[src/rtl/tgarle_pkg.sv]
// ----------------------------------------------------------------------------
// tgarle_pkg
// Shared types and constants of the TGA run-length pixel decoder.
// ----------------------------------------------------------------------------
package tgarle_pkg;

   localparam int unsigned CsrIdxWidth  = 2;
   localparam int unsigned CsrDataWidth = 32;

   // register indexes on the csr port
   localparam logic [CsrIdxWidth-1:0] CSR_RLE_MODE    = 2'd0;
   localparam logic [CsrIdxWidth-1:0] CSR_FOUR_BYTE   = 2'd1;
   localparam logic [CsrIdxWidth-1:0] CSR_PIXEL_COUNT = 2'd2;

   localparam logic [7:0]  ALPHA_OPAQUE   = 8'hff;
   localparam logic [6:0]  HDR_COUNT_MASK = 7'h7f;
   localparam logic [31:0] PIXEL_COUNT_RST = 32'd1;

   // one finished pixel or run, as queued between front and back
   typedef struct packed {
      logic [23:0] color;
      logic [7:0]  alpha;
      logic [7:0]  repeat_count;
      logic        last_pixel;
      logic        run_clipped;
   } pix_type;

endpackage

[src/rtl/tgarle_front.sv]
// ----------------------------------------------------------------------------
// tgarle_front
// Byte intake: config registers, packet headers, pixel gathering and counting.
// ----------------------------------------------------------------------------
module tgarle_front (
   input  logic                                 clock,
   input  logic                                 reset,
   input  logic                                 csr_wr_en,
   input  logic [tgarle_pkg::CsrIdxWidth-1:0]   csr_index,
   input  logic [tgarle_pkg::CsrDataWidth-1:0]  csr_wdata,
   input  logic                                 req_valid,
   output logic                                 req_ready,
   input  logic [7:0]                           req_data_byte,
   input  logic                                 req_frame_start,
   output logic                                 push,
   output tgarle_pkg::pix_type                  push_data,
   input  logic                                 push_ready
);

   logic        rle_mode_ff;
   logic        four_byte_ff;
   logic [31:0] pixel_count_ff;

   logic [1:0]  phase_ff, phase_in;
   logic [7:0]  left_ff, left_in;
   logic        run_ff, run_in;
   logic [23:0] bytes_ff, bytes_in;
   logic [31:0] done_cnt_ff, done_cnt_in;
   logic        img_ff, img_in;

   logic [1:0]  c_phase;
   logic [7:0]  c_left;
   logic        c_run;
   logic [23:0] c_bytes;
   logic [31:0] c_cnt;
   logic        c_img;
   logic [32:0] diff;
   logic        cnt_reached;
   logic        accept;
   logic [2:0]  bpp;
   logic [7:0]  want;
   logic [7:0]  left_after;
   logic        over;
   logic        last;

   assign req_ready = push_ready;
   assign accept    = req_valid & req_ready;

   always_ff @(posedge clock) begin
      if (reset) begin
         rle_mode_ff    <= 1'b1;
         four_byte_ff   <= 1'b1;
         pixel_count_ff <= tgarle_pkg::PIXEL_COUNT_RST;
      end else if (csr_wr_en) begin
         unique case (csr_index)
            tgarle_pkg::CSR_RLE_MODE:    rle_mode_ff    <= csr_wdata[0];
            tgarle_pkg::CSR_FOUR_BYTE:   four_byte_ff   <= csr_wdata[0];
            tgarle_pkg::CSR_PIXEL_COUNT: pixel_count_ff <= csr_wdata;
            default: ;
         endcase
      end
   end

   always_ff @(posedge clock) begin
      if (reset) begin
         phase_ff    <= '0;
         left_ff     <= '0;
         run_ff      <= 1'b0;
         bytes_ff    <= '0;
         done_cnt_ff <= '0;
         img_ff      <= 1'b0;
      end else begin
         phase_ff    <= phase_in;
         left_ff     <= left_in;
         run_ff      <= run_in;
         bytes_ff    <= bytes_in;
         done_cnt_ff <= done_cnt_in;
         img_ff      <= img_in;
      end
   end

   always_comb begin
      // frame start clears the decoding state before the byte is used
      c_phase = req_frame_start ? 2'd0  : phase_ff;
      c_left  = req_frame_start ? 8'd0  : left_ff;
      c_run   = req_frame_start ? 1'b0  : run_ff;
      c_bytes = req_frame_start ? 24'd0 : bytes_ff;
      c_cnt   = req_frame_start ? 32'd0 : done_cnt_ff;
      c_img   = req_frame_start ? 1'b0  : img_ff;

      diff        = {1'b0, pixel_count_ff} - {1'b0, c_cnt};
      cnt_reached = diff[32] | (diff[31:0] == 32'd0);
      bpp         = four_byte_ff ? 3'd4 : 3'd3;

      want       = rle_mode_ff ? (c_run ? c_left : 8'd1) : 8'd1;
      left_after = rle_mode_ff ? (c_run ? 8'd0 : c_left - 8'd1) : c_left;
      over       = {24'd0, want} > diff[31:0];
      last       = {24'd0, want} >= diff[31:0];

      phase_in    = phase_ff;
      left_in     = left_ff;
      run_in      = run_ff;
      bytes_in    = bytes_ff;
      done_cnt_in = done_cnt_ff;
      img_in      = img_ff;
      push        = 1'b0;
      push_data   = '0;

      if (accept) begin
         phase_in    = c_phase;
         left_in     = c_left;
         run_in      = c_run;
         bytes_in    = c_bytes;
         done_cnt_in = c_cnt;
         img_in      = c_img;
         priority if (c_img || cnt_reached) begin
            img_in = 1'b1;
         end else if (rle_mode_ff && (c_left == 8'd0)) begin
            // packet header
            left_in  = {1'b0, req_data_byte[6:0] & tgarle_pkg::HDR_COUNT_MASK} + 8'd1;
            run_in   = req_data_byte[7];
            phase_in = 2'd0;
         end else begin
            unique case (c_phase)
               2'd0: bytes_in = {16'd0, req_data_byte};
               2'd1: bytes_in[15:8]  = req_data_byte;
               2'd2: bytes_in[23:16] = req_data_byte;
               default: ;  // alpha byte, or dropped when 3-byte pixels
            endcase
            if (({1'b0, c_phase} + 3'd1) < bpp) begin
               phase_in = c_phase + 2'd1;
            end else begin
               phase_in               = 2'd0;
               push                   = 1'b1;
               push_data.color        = bytes_in;
               push_data.alpha        = four_byte_ff ? req_data_byte : tgarle_pkg::ALPHA_OPAQUE;
               push_data.repeat_count = over ? diff[7:0] : want;
               push_data.last_pixel   = last;
               push_data.run_clipped  = over |
                  (last & rle_mode_ff & ~c_run & (left_after != 8'd0));
               // when the image completes the count lands exactly on pixel_count
               done_cnt_in = last ? pixel_count_ff : c_cnt + {24'd0, want};
               left_in     = last ? 8'd0 : left_after;
               if (last) begin
                  img_in = 1'b1;
               end
            end
         end
      end
   end

endmodule

[src/rtl/tgarle_fifo.sv]
// ----------------------------------------------------------------------------
// tgarle_fifo
// Two-entry queue of decoded pixels between front and back.
// ----------------------------------------------------------------------------
module tgarle_fifo (
   input  logic                 clock,
   input  logic                 reset,
   input  logic                 wr_valid,
   output logic                 wr_ready,
   input  tgarle_pkg::pix_type  wr_data,
   output logic                 rd_valid,
   input  logic                 rd_pop,
   output tgarle_pkg::pix_type  rd_data
);

   tgarle_pkg::pix_type entry_ff [2];
   logic       wr_ptr_ff, wr_ptr_in;
   logic       rd_ptr_ff, rd_ptr_in;
   logic [1:0] count_ff, count_in;
   logic       do_wr;
   logic       do_rd;

   assign wr_ready = (count_ff != 2'd2);
   assign rd_valid = (count_ff != 2'd0);
   assign rd_data  = entry_ff[rd_ptr_ff];
   assign do_wr    = wr_valid & wr_ready;
   assign do_rd    = rd_pop & rd_valid;

   always_comb begin
      wr_ptr_in = wr_ptr_ff ^ do_wr;
      rd_ptr_in = rd_ptr_ff ^ do_rd;
      count_in  = count_ff + {1'b0, do_wr} - {1'b0, do_rd};
   end

   always_ff @(posedge clock) begin
      if (reset) begin
         wr_ptr_ff <= 1'b0;
         rd_ptr_ff <= 1'b0;
         count_ff  <= '0;
      end else begin
         wr_ptr_ff <= wr_ptr_in;
         rd_ptr_ff <= rd_ptr_in;
         count_ff  <= count_in;
      end
   end

   always_ff @(posedge clock) begin
      if (do_wr) begin
         entry_ff[wr_ptr_ff] <= wr_data;
      end
   end

endmodule

[src/rtl/tgarle_back.sv]
// ----------------------------------------------------------------------------
// tgarle_back
// Output stage: assembles the pixel word and holds it for the receiver.
// ----------------------------------------------------------------------------
module tgarle_back (
   input  logic                 clock,
   input  logic                 reset,
   input  logic                 q_valid,
   output logic                 q_pop,
   input  tgarle_pkg::pix_type  q_data,
   output logic                 rsp_valid,
   input  logic                 rsp_ready,
   output logic [31:0]          rsp_pixel_word,
   output logic [7:0]           rsp_repeat_count,
   output logic                 rsp_last_pixel,
   output logic                 rsp_run_clipped
);

   logic        valid_ff, valid_in;
   logic [31:0] word_ff;
   logic [7:0]  rep_ff;
   logic        last_ff;
   logic        clip_ff;

   // load when the output register is empty or being drained
   assign q_pop    = q_valid & (~valid_ff | rsp_ready);
   assign valid_in = q_pop | (valid_ff & ~rsp_ready);

   always_ff @(posedge clock) begin
      if (reset) begin
         valid_ff <= 1'b0;
      end else begin
         valid_ff <= valid_in;
      end
   end

   always_ff @(posedge clock) begin
      if (q_pop) begin
         word_ff <= {q_data.alpha, q_data.color};
         rep_ff  <= q_data.repeat_count;
         last_ff <= q_data.last_pixel;
         clip_ff <= q_data.run_clipped;
      end
   end

   assign rsp_valid        = valid_ff;
   assign rsp_pixel_word   = word_ff;
   assign rsp_repeat_count = rep_ff;
   assign rsp_last_pixel   = last_ff;
   assign rsp_run_clipped  = clip_ff;

endmodule

[src/rtl/tga_rle_pixel_decoder_top.sv]
// ----------------------------------------------------------------------------
// tga_rle_pixel_decoder_top
// Truecolour TGA pixel-data decoder, raw or run-length, 24 or 32 bit pixels.
// ----------------------------------------------------------------------------
// Usage:
//   req_* carries one pixel-data byte per request in file order; frame_start
//   on the first byte of an image restarts decoding. rsp_* gives one 32-bit
//   pixel word with its repeat count for each finished pixel or run, with
//   last_pixel on the word that completes pixel_count and run_clipped when a
//   packet was cut at the image end. Header bytes, partial pixel bytes and
//   bytes after the image give no response.
//   The csr_* port sets rle_mode, four_byte_pixels and pixel_count; write it
//   only while the decoder is idle.
//   Throughput: one byte per cycle while the queue has room, set by the
//   combinational byte decode in the front stage. A pixel's response passes
//   through the queue, written on the edge that accepts the request holding
//   its final byte, and then through the output register.
//   Reset: registers return to rle mode, 32-bit pixels, pixel_count 1, and
//   the decoder waits for a header byte. When the receiver stalls, the output
//   register and two-entry queue absorb results; req_ready drops once the
//   queue is full.
// ----------------------------------------------------------------------------
module tga_rle_pixel_decoder_top (
   input  logic                                 clock,
   input  logic                                 reset,
   input  logic                                 csr_wr_en,
   input  logic [tgarle_pkg::CsrIdxWidth-1:0]   csr_index,
   input  logic [tgarle_pkg::CsrDataWidth-1:0]  csr_wdata,
   input  logic                                 req_valid,
   output logic                                 req_ready,
   input  logic [7:0]                           req_data_byte,
   input  logic                                 req_frame_start,
   output logic                                 rsp_valid,
   input  logic                                 rsp_ready,
   output logic [31:0]                          rsp_pixel_word,
   output logic [7:0]                           rsp_repeat_count,
   output logic                                 rsp_last_pixel,
   output logic                                 rsp_run_clipped
);

   logic                push;
   logic                push_ready;
   tgarle_pkg::pix_type push_data;
   logic                q_valid;
   logic                q_pop;
   tgarle_pkg::pix_type q_data;

   tgarle_front u_front (
      .clock           (clock),
      .reset           (reset),
      .csr_wr_en       (csr_wr_en),
      .csr_index       (csr_index),
      .csr_wdata       (csr_wdata),
      .req_valid       (req_valid),
      .req_ready       (req_ready),
      .req_data_byte   (req_data_byte),
      .req_frame_start (req_frame_start),
      .push            (push),
      .push_data       (push_data),
      .push_ready      (push_ready)
   );

   tgarle_fifo u_fifo (
      .clock    (clock),
      .reset    (reset),
      .wr_valid (push),
      .wr_ready (push_ready),
      .wr_data  (push_data),
      .rd_valid (q_valid),
      .rd_pop   (q_pop),
      .rd_data  (q_data)
   );

   tgarle_back u_back (
      .clock            (clock),
      .reset            (reset),
      .q_valid          (q_valid),
      .q_pop            (q_pop),
      .q_data           (q_data),
      .rsp_valid        (rsp_valid),
      .rsp_ready        (rsp_ready),
      .rsp_pixel_word   (rsp_pixel_word),
      .rsp_repeat_count (rsp_repeat_count),
      .rsp_last_pixel   (rsp_last_pixel),
      .rsp_run_clipped  (rsp_run_clipped)
   );

endmodule

[config.mk]
export PLATFORM = sky130hd
export DESIGN_NAME = tga_rle_pixel_decoder_top
export DESIGN_NICKNAME = d
export VERILOG_FILES = /design/src/rtl/tgarle_pkg.sv /design/src/rtl/tgarle_front.sv /design/src/rtl/tgarle_fifo.sv /design/src/rtl/tgarle_back.sv /design/src/rtl/tga_rle_pixel_decoder_top.sv
export SDC_FILE = /design/constraint.sdc
export NUM_CORES = 1
export LEC_CHECK = 0
export ABC_AREA = 1
export BUFFER_PORTS_ARGS = -buffer_cell sky130_fd_sc_hd__buf_2
export CAP_MARGIN = 20
export CORE_ASPECT_RATIO = 1.5
export CORE_UTILIZATION = 40
export DETAILED_ROUTE_END_ITERATION = 6
export SETUP_SLACK_MARGIN = 0.2
export SLEW_MARGIN = 40
export SYNTH_ARGS = -nofsm -noshare
export SYNTH_HDL_FRONTEND = slang
export SYNTH_HIERARCHICAL = 1
export SYNTH_SLANG_ARGS = --single-unit
[constraint.sdc]
create_clock -name clock -period 11.61 [get_ports clock]
set_input_delay 2.322 -clock clock [delete_from_list [all_inputs] [get_ports clock]]
set_output_delay 2.322 -clock clock [all_outputs]
set_load 0.005 [all_outputs]
Word level (Yosys, flattened, before mapping). Memory sizes are Yosys's and may differ from the RTL's. A register that Yosys moved wholly into a read port is not among the register bits. Cells that the tools add are included. Widths: inputs -> output; s select.

Flip-flop bits (word level): 107. Bits in latches: 0. Memory bits (writable): 84. Memory bits (read-only): 0. Bits of input ports: 48. Memories kept: 1.

$add $sub $neg: 8. Multipliers: 0. Divide/modulo/power cells: 0. Magnitude comparators: 3. Eq/ne operators: 5. Shift-type cells: 0. Multiplexer cells: 45. Bitwise logic cells: 17. Reductions and logical operators: 11.

Memory list: u_fifo.entry_ff (depth 2, bits a word 42, read ports 1, clocked after Yosys merged registers in 1, write ports 1, RTL line tgarle_fifo.sv:16) `tgarle_pkg::pix_type entry_ff [2];`.

Operators by type and width (number): $mux 42 (4); $mux 32 (5); $mux 8 (12); $mux 24 (3); $sub 32x32->33 (1); $add 32x8->32 (1); $ge 8x32->1 (1); $gt 8x32->1 (1); $logic_not 32->1 (1); $pmux 8 s2 (2); $mux 1 (14); $add 7x1->8 const B (1); $and 1x1->1 (8); $logic_not 8->1 (1); $mux 2 (4); $reduce_bool 8->1 (1); $sub 8x1->8 const B (1); $reduce_and 2->1 (3); $eq 2x1->1 const B (2); $eq 2x2->1 const B (2); $logic_not 2->1 (2); $or 1x1->1 (4); $add 2x1->3 const B (1); $lt 3x3->1 (1); other kinds (10) (13).

Longest topological paths before layout. Gate-level depths: netlist of run 1.

Depth in word-level cells: 12. Gate-level depth with buffers: 34. Depth with buffers taken out: 31.

Cells and area by module. The synthesis of run 1 kept the hierarchy.

Modules (own cells, without submodules): tgarle_front (instances 1, cells an instance 1986, area an instance 10861.7 µm²); tgarle_fifo (instances 1, cells an instance 253, area an instance 3304.4 µm²); tgarle_back (instances 1, cells an instance 48, area an instance 1308.8 µm²).

Worst setup path after synthesis of run 1. Ideal clock, no wire load.

Path type: input -> register. Start: input port req_frame_start. End: memory u_fifo/entry_ff[1][0] (netlist bit), enable pin. Arrival: 7.115 ns. Required time: 11.169 ns. Slack: 4.054 ns. Cell stages on the path: 17. Cells stage by stage: buf_2 > buf_6 > buf_2 > buf_1 > nor2_1 > clkinv_1 > clkbuf_1 > ha_1 > ha_1 > o211ai_1 > and2_1 > buf_2 > nor2_1 > nand4_4 > nor2_4 > nand2_4 > nor2_1.

Longest elaborated chain between the ends: 10. Elaborated cells between the ends (all ways): 19. Classes of those cells: add/sub: 2; order compare: 1; mux: 10; bitwise: 2; reduce/logical: 4.

RTL lines: from (decl) (RTL line tga_rle_pixel_decoder_top.sv:32) `input logic req_frame_start,`; $mux 32 or $mux 2 (tied branches) (RTL line tgarle_front.sv:88, tgarle_front.sv:84); $sub 32x32->33 or $add 2x1->3 (tied branches) (RTL line tgarle_front.sv:91, tgarle_front.sv:130); $logic_not 32->1 or $lt 3x3->1 (tied branches) (RTL line tgarle_front.sv:92, tgarle_front.sv:130); $or 1x1->1 or $mux 1 (tied branches) (RTL line tgarle_front.sv:92, tgarle_front.sv:130); $logic_or 1x1->1 or $mux 1 (tied branches) (RTL line tgarle_front.sv:116, tgarle_front.sv:118); $mux 1 (*) (RTL line tgarle_front.sv:116) `priority if (c_img || cnt_reached) begin`; $mux 1 (*) (RTL line tgarle_front.sv:109) `if (accept) begin`; net push (RTL line tga_rle_pixel_decoder_top.sv:41) `logic push;`; $and 1x1->1 (*) (RTL line tgarle_fifo.sv:26) `assign do_wr = wr_valid & wr_ready;`; $mux 1 (*) (RTL line tgarle_fifo.sv:48) `if (do_wr) begin`; $mux 1 (implied by the code) (*) (RTL line tgarle_fifo.sv:49) `entry_ff[wr_ptr_ff] <= wr_data;`; to (decl) (RTL line tgarle_fifo.sv:16).

The timed path passes the listed nets; every way through them passes the cells marked *.

Worst setup path after layout of run 1.
Start: input port req_frame_start. End: register u_front.done_cnt_ff[30].

Longest elaborated chain between the ends: 8. Elaborated cells between the ends (all ways): 21. Classes of those cells: add/sub: 3; order compare: 2; mux: 11; bitwise: 1; reduce/logical: 4.

RTL lines: branches (longest 7 deep; another with $sub 32x32->33); $mux 32 (*) (RTL line tgarle_front.sv:116); to (signal assigned) (RTL line tgarle_front.sv:77) `done_cnt_ff <= done_cnt_in;`; to (decl) (RTL line tgarle_front.sv:28) `logic [31:0] done_cnt_ff, done_cnt_in;`.

Mark *: on every way between the ends. A chain may end at the register's enable or synchronous reset.

==> metrics, run 1 <==
CP delay by family, top simple AND/OR/NAND/NOR gates; Die Area 39,500 um2; total gr overflow 0; CP Capture Type flop; area leader, netlist edfxtp_1; crit path kind input pin to flop; Max Clk Rate 0.138 GHz; CP cell instances buf_2 -> buf_4 -> inv_2 -> buf_4 -> nand2_1 -> nor2_1 -> inv_1 -> nor2_1 -> inv_1 -> fa_1 -> nand3b_1 -> nand2_1 -> a21oi_1 -> o21ai_0 -> nand2_1 -> nor3_1 -> nand3_1 -> xor2_1 -> inv_1 -> nand2_1 -> o21ai_0 -> nand2_1 -> nand3_1 -> a21oi_1; Post-DP HPWL 34,900 um; Tmin final 7.27 ns; post-detailed-route count of antenna-violating nets 0; 1st-iter DRT viols 866; final max-slew violation count 0; Comb pwr share 30.0%; Worst path slowest cell nor3_1; Hold Path Cell Cnt 2; Seq/Total Area, Yosys 38.3%; # setup viols final 0; vias in the first global route 13,934; Pwr Total 2.44 mW; Synth Register Bits 233; Fin. Hold Viols 0; Worst-Margin Slew 0.808 ns; Synth Flop Type edfxtp_1; Clock Latency Late Sink 0.54 ns; Distinct cells, synth 45; HP Class flop to flop; Die Y 243 um; Ys Warns 6; RePlAce Congestion 0.967; CTS Hold Bufs 0; post-CTS setup buffer count 0; Max Cap Viol 0; Ports 92; simple-gate portion of the synthesized area 34.2%; XOR/XNOR Fraction of Synth Area 2.21%; layout cells sized above 1 9.66%; Worst VDD drop 123 uV; row count 87; P_sw 0.885 mW; relative slew slack 46.0%; Max FO, Critical Path 34; RSZ-0062 raised after global routing no; Seq pwr share 38.1%; Net Sw Frac 36.3%; number of flops mapped to enable cells by yosys 126; TritonCTS clock tree yes; Gate Count Post-Synth 2,287; synthesized area per cell 6.77 um2; clk_skew 0.0143 ns; Synth top area share 24.5%; buffer depth of the longest clock path 3; leakage power 7.90 nW; CP max stage delay 0.60 ns; CTS Root Cell clkbuf_16; Detailed Routing Iterations Pass 1 5; Final nets 2,444; clk slew on worst S/H paths 0.07 ns; FFs w/ async S/R, synth 0%; status complete, no violations; synthesized-area fraction occupied by adder cells 5.27%; most frequent cell after synthesis nand2_1; largest net degree at the start of global routing 58; Area Overhead vs Synth 9.97%; Antenna diodes 0; starting density of the core 40.9%; mux cell area share after synthesis 0%; WP depth 24; largest family of logic cells by synthesized area simple AND/OR/NAND/NOR gates; Core ar. 37,900 um2; post-CTS resize count 0; Die Width 163 um; Setup Total Neg Slack 0 ns; Port Buffers 91; Compound-Gate Fraction of Synth Area 8.97%; Top cell by count, worst path nand2_1; final wirelength 45,900 um; DRC errors left 0; Clk pwr share 31.8%; synthesized area 15,500 um2; Avg WL per Cell 16.2 um; R2R cell count 24; Tot GR Track Use 23.5%; DR vias/cell 5.06; fill cell total of the finished layout 3,948; vias 14,369; Synth top cells by count nand2_1 (766), inv_1 (315), nor2_1 (226); clk sinks 233; Crit path buffers/inverters 7; Worst Setup Start Kind input pin; first-pass GRT wire length 73,500 um; Crit path arrival time 7.67 ns; total CTS buffers 25; period utilization 62.6%; Area contributors post-synth edfxtp_1 (24%), nand2_1 (19%), dfxtp_1 (14%); Synth Net Count 2,399; initial antenna violation count 0; CP required 12.01 ns; Cell Pwr Density 143 nW/um2; Max H-tree Level 1; internal power 1.55 mW
## layout make-up
type                       count  area, um2  share of cell area (%)
multi-input combinational   1631       7880                    46.3
sequential                   233       5930                    34.8
inverter                     339       1280                    7.51
clock buffer                  28        647                    3.80
tap                          489        612                    3.60
timing repair buffer         102        538                    3.16
clock inverter                16        141                   0.831
## path summary, 6_finish.rpt
| check | from | slack [ns] | to |
|---|---|---|---|
| hold reg to reg | u_front/bytes_ff[11] | 0.47 | u_front/bytes_ff[11] |
| hold / removal | u_front/bytes_ff[11] | 0.47 | u_front/bytes_ff[11] |
| setup reg to reg | u_front/done_cnt_ff[2] | 6.72 | u_front/done_cnt_ff[10] |
| setup / recovery | req_frame_start | 4.34 | u_front/done_cnt_ff[30] |
## cells by family after synthesis
family / after synthesis
and+or+nand+nor: 1259
buffers and inverters: 423
AOI/OAI and AO/OA: 269
DFF: 233
adders and majority gates: 64
xor gates and xnor gates: 39
## metrics by stage
step	hold WS (ns)	std cells	utilization [%]	worst slack, ns	instance area (um2)
2_1_floorplan	0.445	2287	-	4.05	15500
5_1_grt	0.482	2838	44.9	3.96	17000
6_report	0.466	2838	44.9	4.34	17000
3_5_place_dp	0.455	2794	42.8	3.84	16200
3_3_place_gp	0.451	2794	42.8	3.50	16200
4_1_cts	0.466	2838	44.9	4.40	17000
## power by group through the flow
stage | sequential [mW] | clock (mW) | combinational [mW]
final | 0.929 | 0.776 | 0.732
after global routing | 0.933 | 0.829 | 0.829
after CTS | 0.929 | 0.797 | 0.729
after detailed placement | 0.947 | 0 | 0.726
after global placement | 0.946 | 0 | 0.719
after floorplan | 0.938 | 0 | 0.552
## flip-flops by register name, indices dropped and copies added, names as in the netlist, 2 cells and up
register                 count
u_back/rsp_pixel_word       32
u_back/rsp_repeat_count      8
u_fifo/count_ff              2
u_fifo/entry_ff             84
u_front/bytes_ff            24
u_front/done_cnt_ff         32
u_front/left_ff              8
u_front/phase_ff             2
u_front/pixel_count_ff      32
## worst register-to-register path: stages, from the launching register on
cell	delay, ns
dfxtp_1	0.30
inv_1	0.05
nor2_1	0.21
inv_1	0.09
ha_1	0.43
nand2_1	0.08
nand2_1	0.12
inv_2	0.05
nand2_2	0.07
nand2_1	0.05
nand2_1	0.18
xor2_1	0.18
inv_1	0.10
ha_1	0.30
nand2_1	0.06
or2_2	0.31
nand3_1	0.16
nand2_1	0.11
nand2_2	0.29
nand3_4	0.50
nor2_1	0.74
nand2_1	0.12
o21ai_0	0.11
nand2_1	0.08
a21oi_1	0.15
## per-layer routing
metal,vias to the layer above,global-route usage (%),part of all wire (%)
li1,7307,-,-
met3,96,1.69,3.6
met4,0,10.7,4.5
met1,6608,27.0,40
met5,-,0,0
met2,358,43.7,51
## placed cells by master (no fill, tap or decap), types with 4 or more instances in the layout
master,instances
a21oi_1,146
and2_1,6
buf_2,91
buf_4,11
clkbuf_16,25
clkinv_2,4
clkinvlp_4,4
dfxtp_1,107
edfxtp_1,126
ha_1,61
inv_1,314
inv_2,21
inv_6,4
nand2_1,765
nand2_2,11
nand3_1,148
nand3b_1,4
nand4_1,28
nor2_1,224
nor2_2,23
nor2_4,6
nor3_1,20
nor3_2,4
nor4_1,6
o211ai_1,5
o21ai_0,92
o21ai_1,15
xnor2_1,6
xor2_1,33
Power figures use the tool's default switching activity.
==> run 2: changes to the inputs <==
==> constraint.sdc (replaced) <==
create_clock -name clock -period 6.3 [get_ports clock]
set_input_delay 1.26 -clock clock [delete_from_list [all_inputs] [get_ports clock]]
set_output_delay 1.26 -clock clock [all_outputs]
set_load 0.005 [all_outputs]
==> metrics, run 2 (same netlist as run 1, synthesis figures left out) <==
status complete, no violations; WP depth 25; Max FO, Critical Path 39; post-CTS setup buffer count 0; Cell Pwr Density 273 nW/um2; CTS Hold Bufs 0; Max Clk Rate 0.189 GHz; vias in the first global route 14,139; CP max stage delay 0.44 ns; first-pass GRT wire length 73,100 um; post-route insts no fill 2,851; Worst path slowest cell xor2_1; DR vias/cell 5.07; buffer depth of the longest clock path 3; RePlAce Congestion 0.950; Max H-tree Level 1; post-CTS resize count 0; layout cells sized above 1 10.2%; Die Y 243 um; Area Overhead vs Synth 11.4%; initial antenna violation count 0; total CTS buffers 25; CTS Root Cell clkbuf_16; TritonCTS clock tree yes; Die Area 39,500 um2; 1st-iter DRT viols 814; period utilization 84.0%; RSZ-0062 raised after global routing no; starting density of the core 40.9%; commonest non-fill, non-tap cells in the layout nand2_1 (765), inv_1 (313), nor2_1 (224); Die Width 163 um; Tmin final 5.29 ns; Port Buffers 91; CP required 6.76 ns; final max-slew violation count 0; Hold Path Cell Cnt 2; Avg WL per Cell 16.2 um; vias 14,468; Antenna diodes 0; leakage power 8.02 nW; Ports 92; CP delay by family, top simple AND/OR/NAND/NOR gates; Crit path arrival time 5.76 ns; clk sinks 233; R2R cell count 23; post-detailed-route count of antenna-violating nets 0; DRC errors left 0; most common cell after layout, fill and taps aside nand2_1; # setup viols final 0; Worst Setup Start Kind input pin; most flop-heavy register u_fifo/entry_ff; total gr overflow 0; Post-DP HPWL 34,700 um; Crit path buffers/inverters 7; Core ar. 37,900 um2; largest net degree at the start of global routing 65; Worst VDD drop 219 uV; Max Cap Viol 0; Clock Latency Late Sink 0.54 ns; crit path kind input pin to flop; Setup Total Neg Slack 0 ns; Worst-Margin Slew 0.751 ns; Final nets 2,456; row count 87; Placed Cells 2,806; max reg flops 84; HP Class flop to flop; Fin. Hold Viols 0; final wirelength 46,100 um; CP Capture Type flop; relative slew slack 49.5%; Tot GR Track Use 23.5%; Pwr Total 4.71 mW; Detailed Routing Iterations Pass 1 5; clk slew on worst S/H paths 0.07 ns; clk_skew 0.0198 ns
[run 2: changes by cell type in the layout (fill, tap and decap cells not counted), moves of 2 or more]
cell	delta
buf_12	+3
buf_4	+9
bufinv_16	+4
clkinv_2	-4
clkinv_4	+2
clkinvlp_4	-2
[run 2: tightest hold or removal path: stages, from the launching register on]
cell     delay [ns]
dfxtp_1        0.31
nand2_1        0.06
a21oi_1        0.05
[run 2: path summary, 6_finish.rpt]
kind | slack, ns | start | endpoint
min | 0.46 | u_front/done_cnt_ff[29] | u_front/done_cnt_ff[29]
max | 1.01 | req_frame_start | u_front/done_cnt_ff[19]
min reg2reg | 0.46 | u_front/done_cnt_ff[29] | u_front/done_cnt_ff[29]
max reg2reg | 1.94 | u_front/done_cnt_ff[1] | u_front/done_cnt_ff[19]
[run 2: layout make-up]
class / count / area [um2]
Multi-Input combinational cell: 1631 / 7860
Tap cell: 489 / 612
Clock inverter: 17 / 248
Fill cell: 3930 / 20600
Inverter: 339 / 1280
Sequential cell: 233 / 5930
Timing Repair Buffer: 114 / 666
Clock buffer: 28 / 657
[run 2: power breakdown]
part           switching [mW]  leakage (nW)  internal, mW
sequential             0.0447          2.10          1.67
clock                   0.656         0.435         0.968
combinational           0.950          5.48         0.420
total                    1.65          8.02          3.05
[run 2: routing by layer]
| metal | wire (um) | up-vias | global-route usage [%] |
|---|---|---|---|
| met2 | 23500 | 383 | 43.2 |
| met5 | 0 | - | 0 |
| met4 | 2900 | 0 | 14.3 |
| met3 | 1790 | 142 | 2.10 |
| met1 | 17900 | 6598 | 25.7 |
| li1 | - | 7345 | - |
[run 2: metrics by stage]
stage / setup WS (ns) / area [um2] / utilization [%] / hold slack [ns]
final: 1.01 / 17200 / 45.5 / 0.465
after global routing: 0.714 / 17200 / 45.5 / 0.477
after CTS: 1.13 / 17200 / 45.5 / 0.466
after detailed placement: 0.576 / 16300 / 43.1 / 0.455
after global placement: 0.561 / 16300 / 43.1 / 0.451
after floorplan: 0.511 / 15500 / - / 0.445
==> run 3: changes to the inputs <==
==> constraint.sdc (replaced) <==
create_clock -name clock -period 5.2 [get_ports clock]
set_input_delay 1.04 -clock clock [delete_from_list [all_inputs] [get_ports clock]]
set_output_delay 1.04 -clock clock [all_outputs]
set_load 0.005 [all_outputs]
==> metrics, run 3 (same netlist as run 1, synthesis figures left out) <==
total CTS buffers 25; DR vias/cell 5.06; HP Class flop to flop; Avg WL per Cell 16.9 um; clk_skew 0.0368 ns; CTS Hold Bufs 0; Port Buffers 91; Net Sw Frac 36.0%; Die Y 243 um; crit path kind input pin to flop; layout cells sized above 1 12.0%; Pwr Total 5.62 mW; clk sinks 233; post-detailed-route count of antenna-violating nets 0; Max Cap Viol 0; post-CTS resize count 0; row count 87; final max-slew violation count 0; R2R cell count 19; max reg flops 84; Tot GR Track Use 24.9%; final wirelength 49,000 um; Worst Setup Start Kind input pin; Antenna diodes 0; vias in the first global route 14,421; Area after DPL 16,800 um2; Max H-tree Level 1; Max FO, Critical Path 32; Die Width 163 um; most flop-heavy register u_fifo/entry_ff; leakage power 8.26 nW; Worst VDD drop 246 uV; most common cell after layout, fill and taps aside nand2_1; 1st-iter DRT viols 817; post-CTS setup buffer count 0; Setup Total Neg Slack 0 ns; vias 14,689; clk slew on worst S/H paths 0.06 ns; status complete, no violations; Worst-Margin Slew 0.861 ns; Crit path arrival time 4.75 ns; Worst Hold Margin 0.466 ns; fill cell total of the finished layout 3,944; DRC errors left 0; Max Clk Rate 0.223 GHz; dpl ws 0.131 ns; commonest non-fill, non-tap cells in the layout nand2_1 (765), inv_1 (314), nor2_1 (224); Clk pwr share 32.4%; largest net degree at the start of global routing 63; initial antenna violation count 0; # setup viols final 0; starting density of the core 40.9%; Clock Latency Late Sink 0.57 ns; buffer depth of the longest clock path 3; Comb pwr share 30.7%; TritonCTS clock tree yes; Cell Pwr Density 319 nW/um2; Post-DP HPWL 37,100 um; period utilization 86.2%; CTS Root Cell clkbuf_16; Seq pwr share 36.9%; worst setup margin 0.716 ns; FF+latch area 5930 um2; Die Area 39,500 um2; Tmin final 4.48 ns; RSZ-0062 raised after global routing no; internal power 3.60 mW; CP Capture Type flop; relative slew slack 42.5%; Fin. Hold Viols 0; P_sw 2.02 mW; Final nets 2,510; post-route cell area 17,600 um2; Ports 92; Hold Path Cell Cnt 2; Detailed Routing Iterations Pass 1 6; CP required 5.47 ns; Multi-input gate area 7870 um2; total gr overflow 0; Core ar. 37,900 um2; RePlAce Congestion 1.01; first-pass GRT wire length 76,400 um; Area Overhead vs Synth 13.9%
[run 3: routing by layer]
metal  share of wire (%)  global-route usage (%)  wire (um)
met5                   0                       0          0
met4                 4.8                    11.9       2370
met3                 4.0                    2.05       1940
met2                  53                    47.9      26000
met1                  38                    26.8      18700
[run 3: path summary, 6_finish.rpt]
kind / start / endpoint / slack (ns)
worst max-delay path: req_frame_start / u_fifo/entry_ff[1][23] / 0.72
worst max register to register: u_front/done_cnt_ff[17] / u_front/bytes_ff[20] / 1.20
worst min register to register: u_front/done_cnt_ff[3] / u_front/done_cnt_ff[3] / 0.47
worst min-delay path: u_front/done_cnt_ff[3] / u_front/done_cnt_ff[3] / 0.47
[run 3: worst max-delay path, cell delays in order]
cell     delay (ns)
buf_2          0.14
inv_2          0.29
buf_4          0.32
nand2_1        0.14
ha_1           0.41
nand2_1        0.22
inv_1          0.06
nand2_1        0.06
nand2_1        0.08
nand2_1        0.08
nand2_1        0.05
a21oi_1        0.32
nand2_1        0.13
nand2_1        0.08
nand2_1        0.05
nor2_1         0.08
nand2_1        0.09
nor2_4         0.16
nand3_4        0.15
nand4_4        0.11
nor2_4         0.06
buf_4          0.20
inv_2          0.08
buf_12         0.19
a21oi_1        0.11
[run 3: power groups by stage]
stage	Clock [mW]	Sequential, mW	Combinational (mW)
global route	1.93	2.08	1.92
finish	1.82	2.07	1.72
floorplan	0	2.09	1.24
detailed placement	0	2.11	1.71
CTS	1.87	2.07	1.71
global placement	0	2.11	1.69
[run 3: layout make-up]
| type | instances | share of cell area, % |
|---|---|---|
| sequential | 233 | 33.6 |
| inverter | 339 | 7.25 |
| timing repair buffer | 168 | 6.36 |
| clock buffer | 27 | 3.59 |
| multi-input combinational | 1631 | 44.7 |
| clock inverter | 18 | 1.06 |
| tap | 489 | 3.47 |
[run 3: through the flow]
| step | utilization, % | cells |
|---|---|---|
| final | 46.5 | 2905 |
| after global placement | 44.3 | 2859 |
| after CTS | 46.5 | 2904 |
| after detailed placement | 44.3 | 2859 |
| after floorplan | - | 2287 |
| after global routing | 46.5 | 2905 |
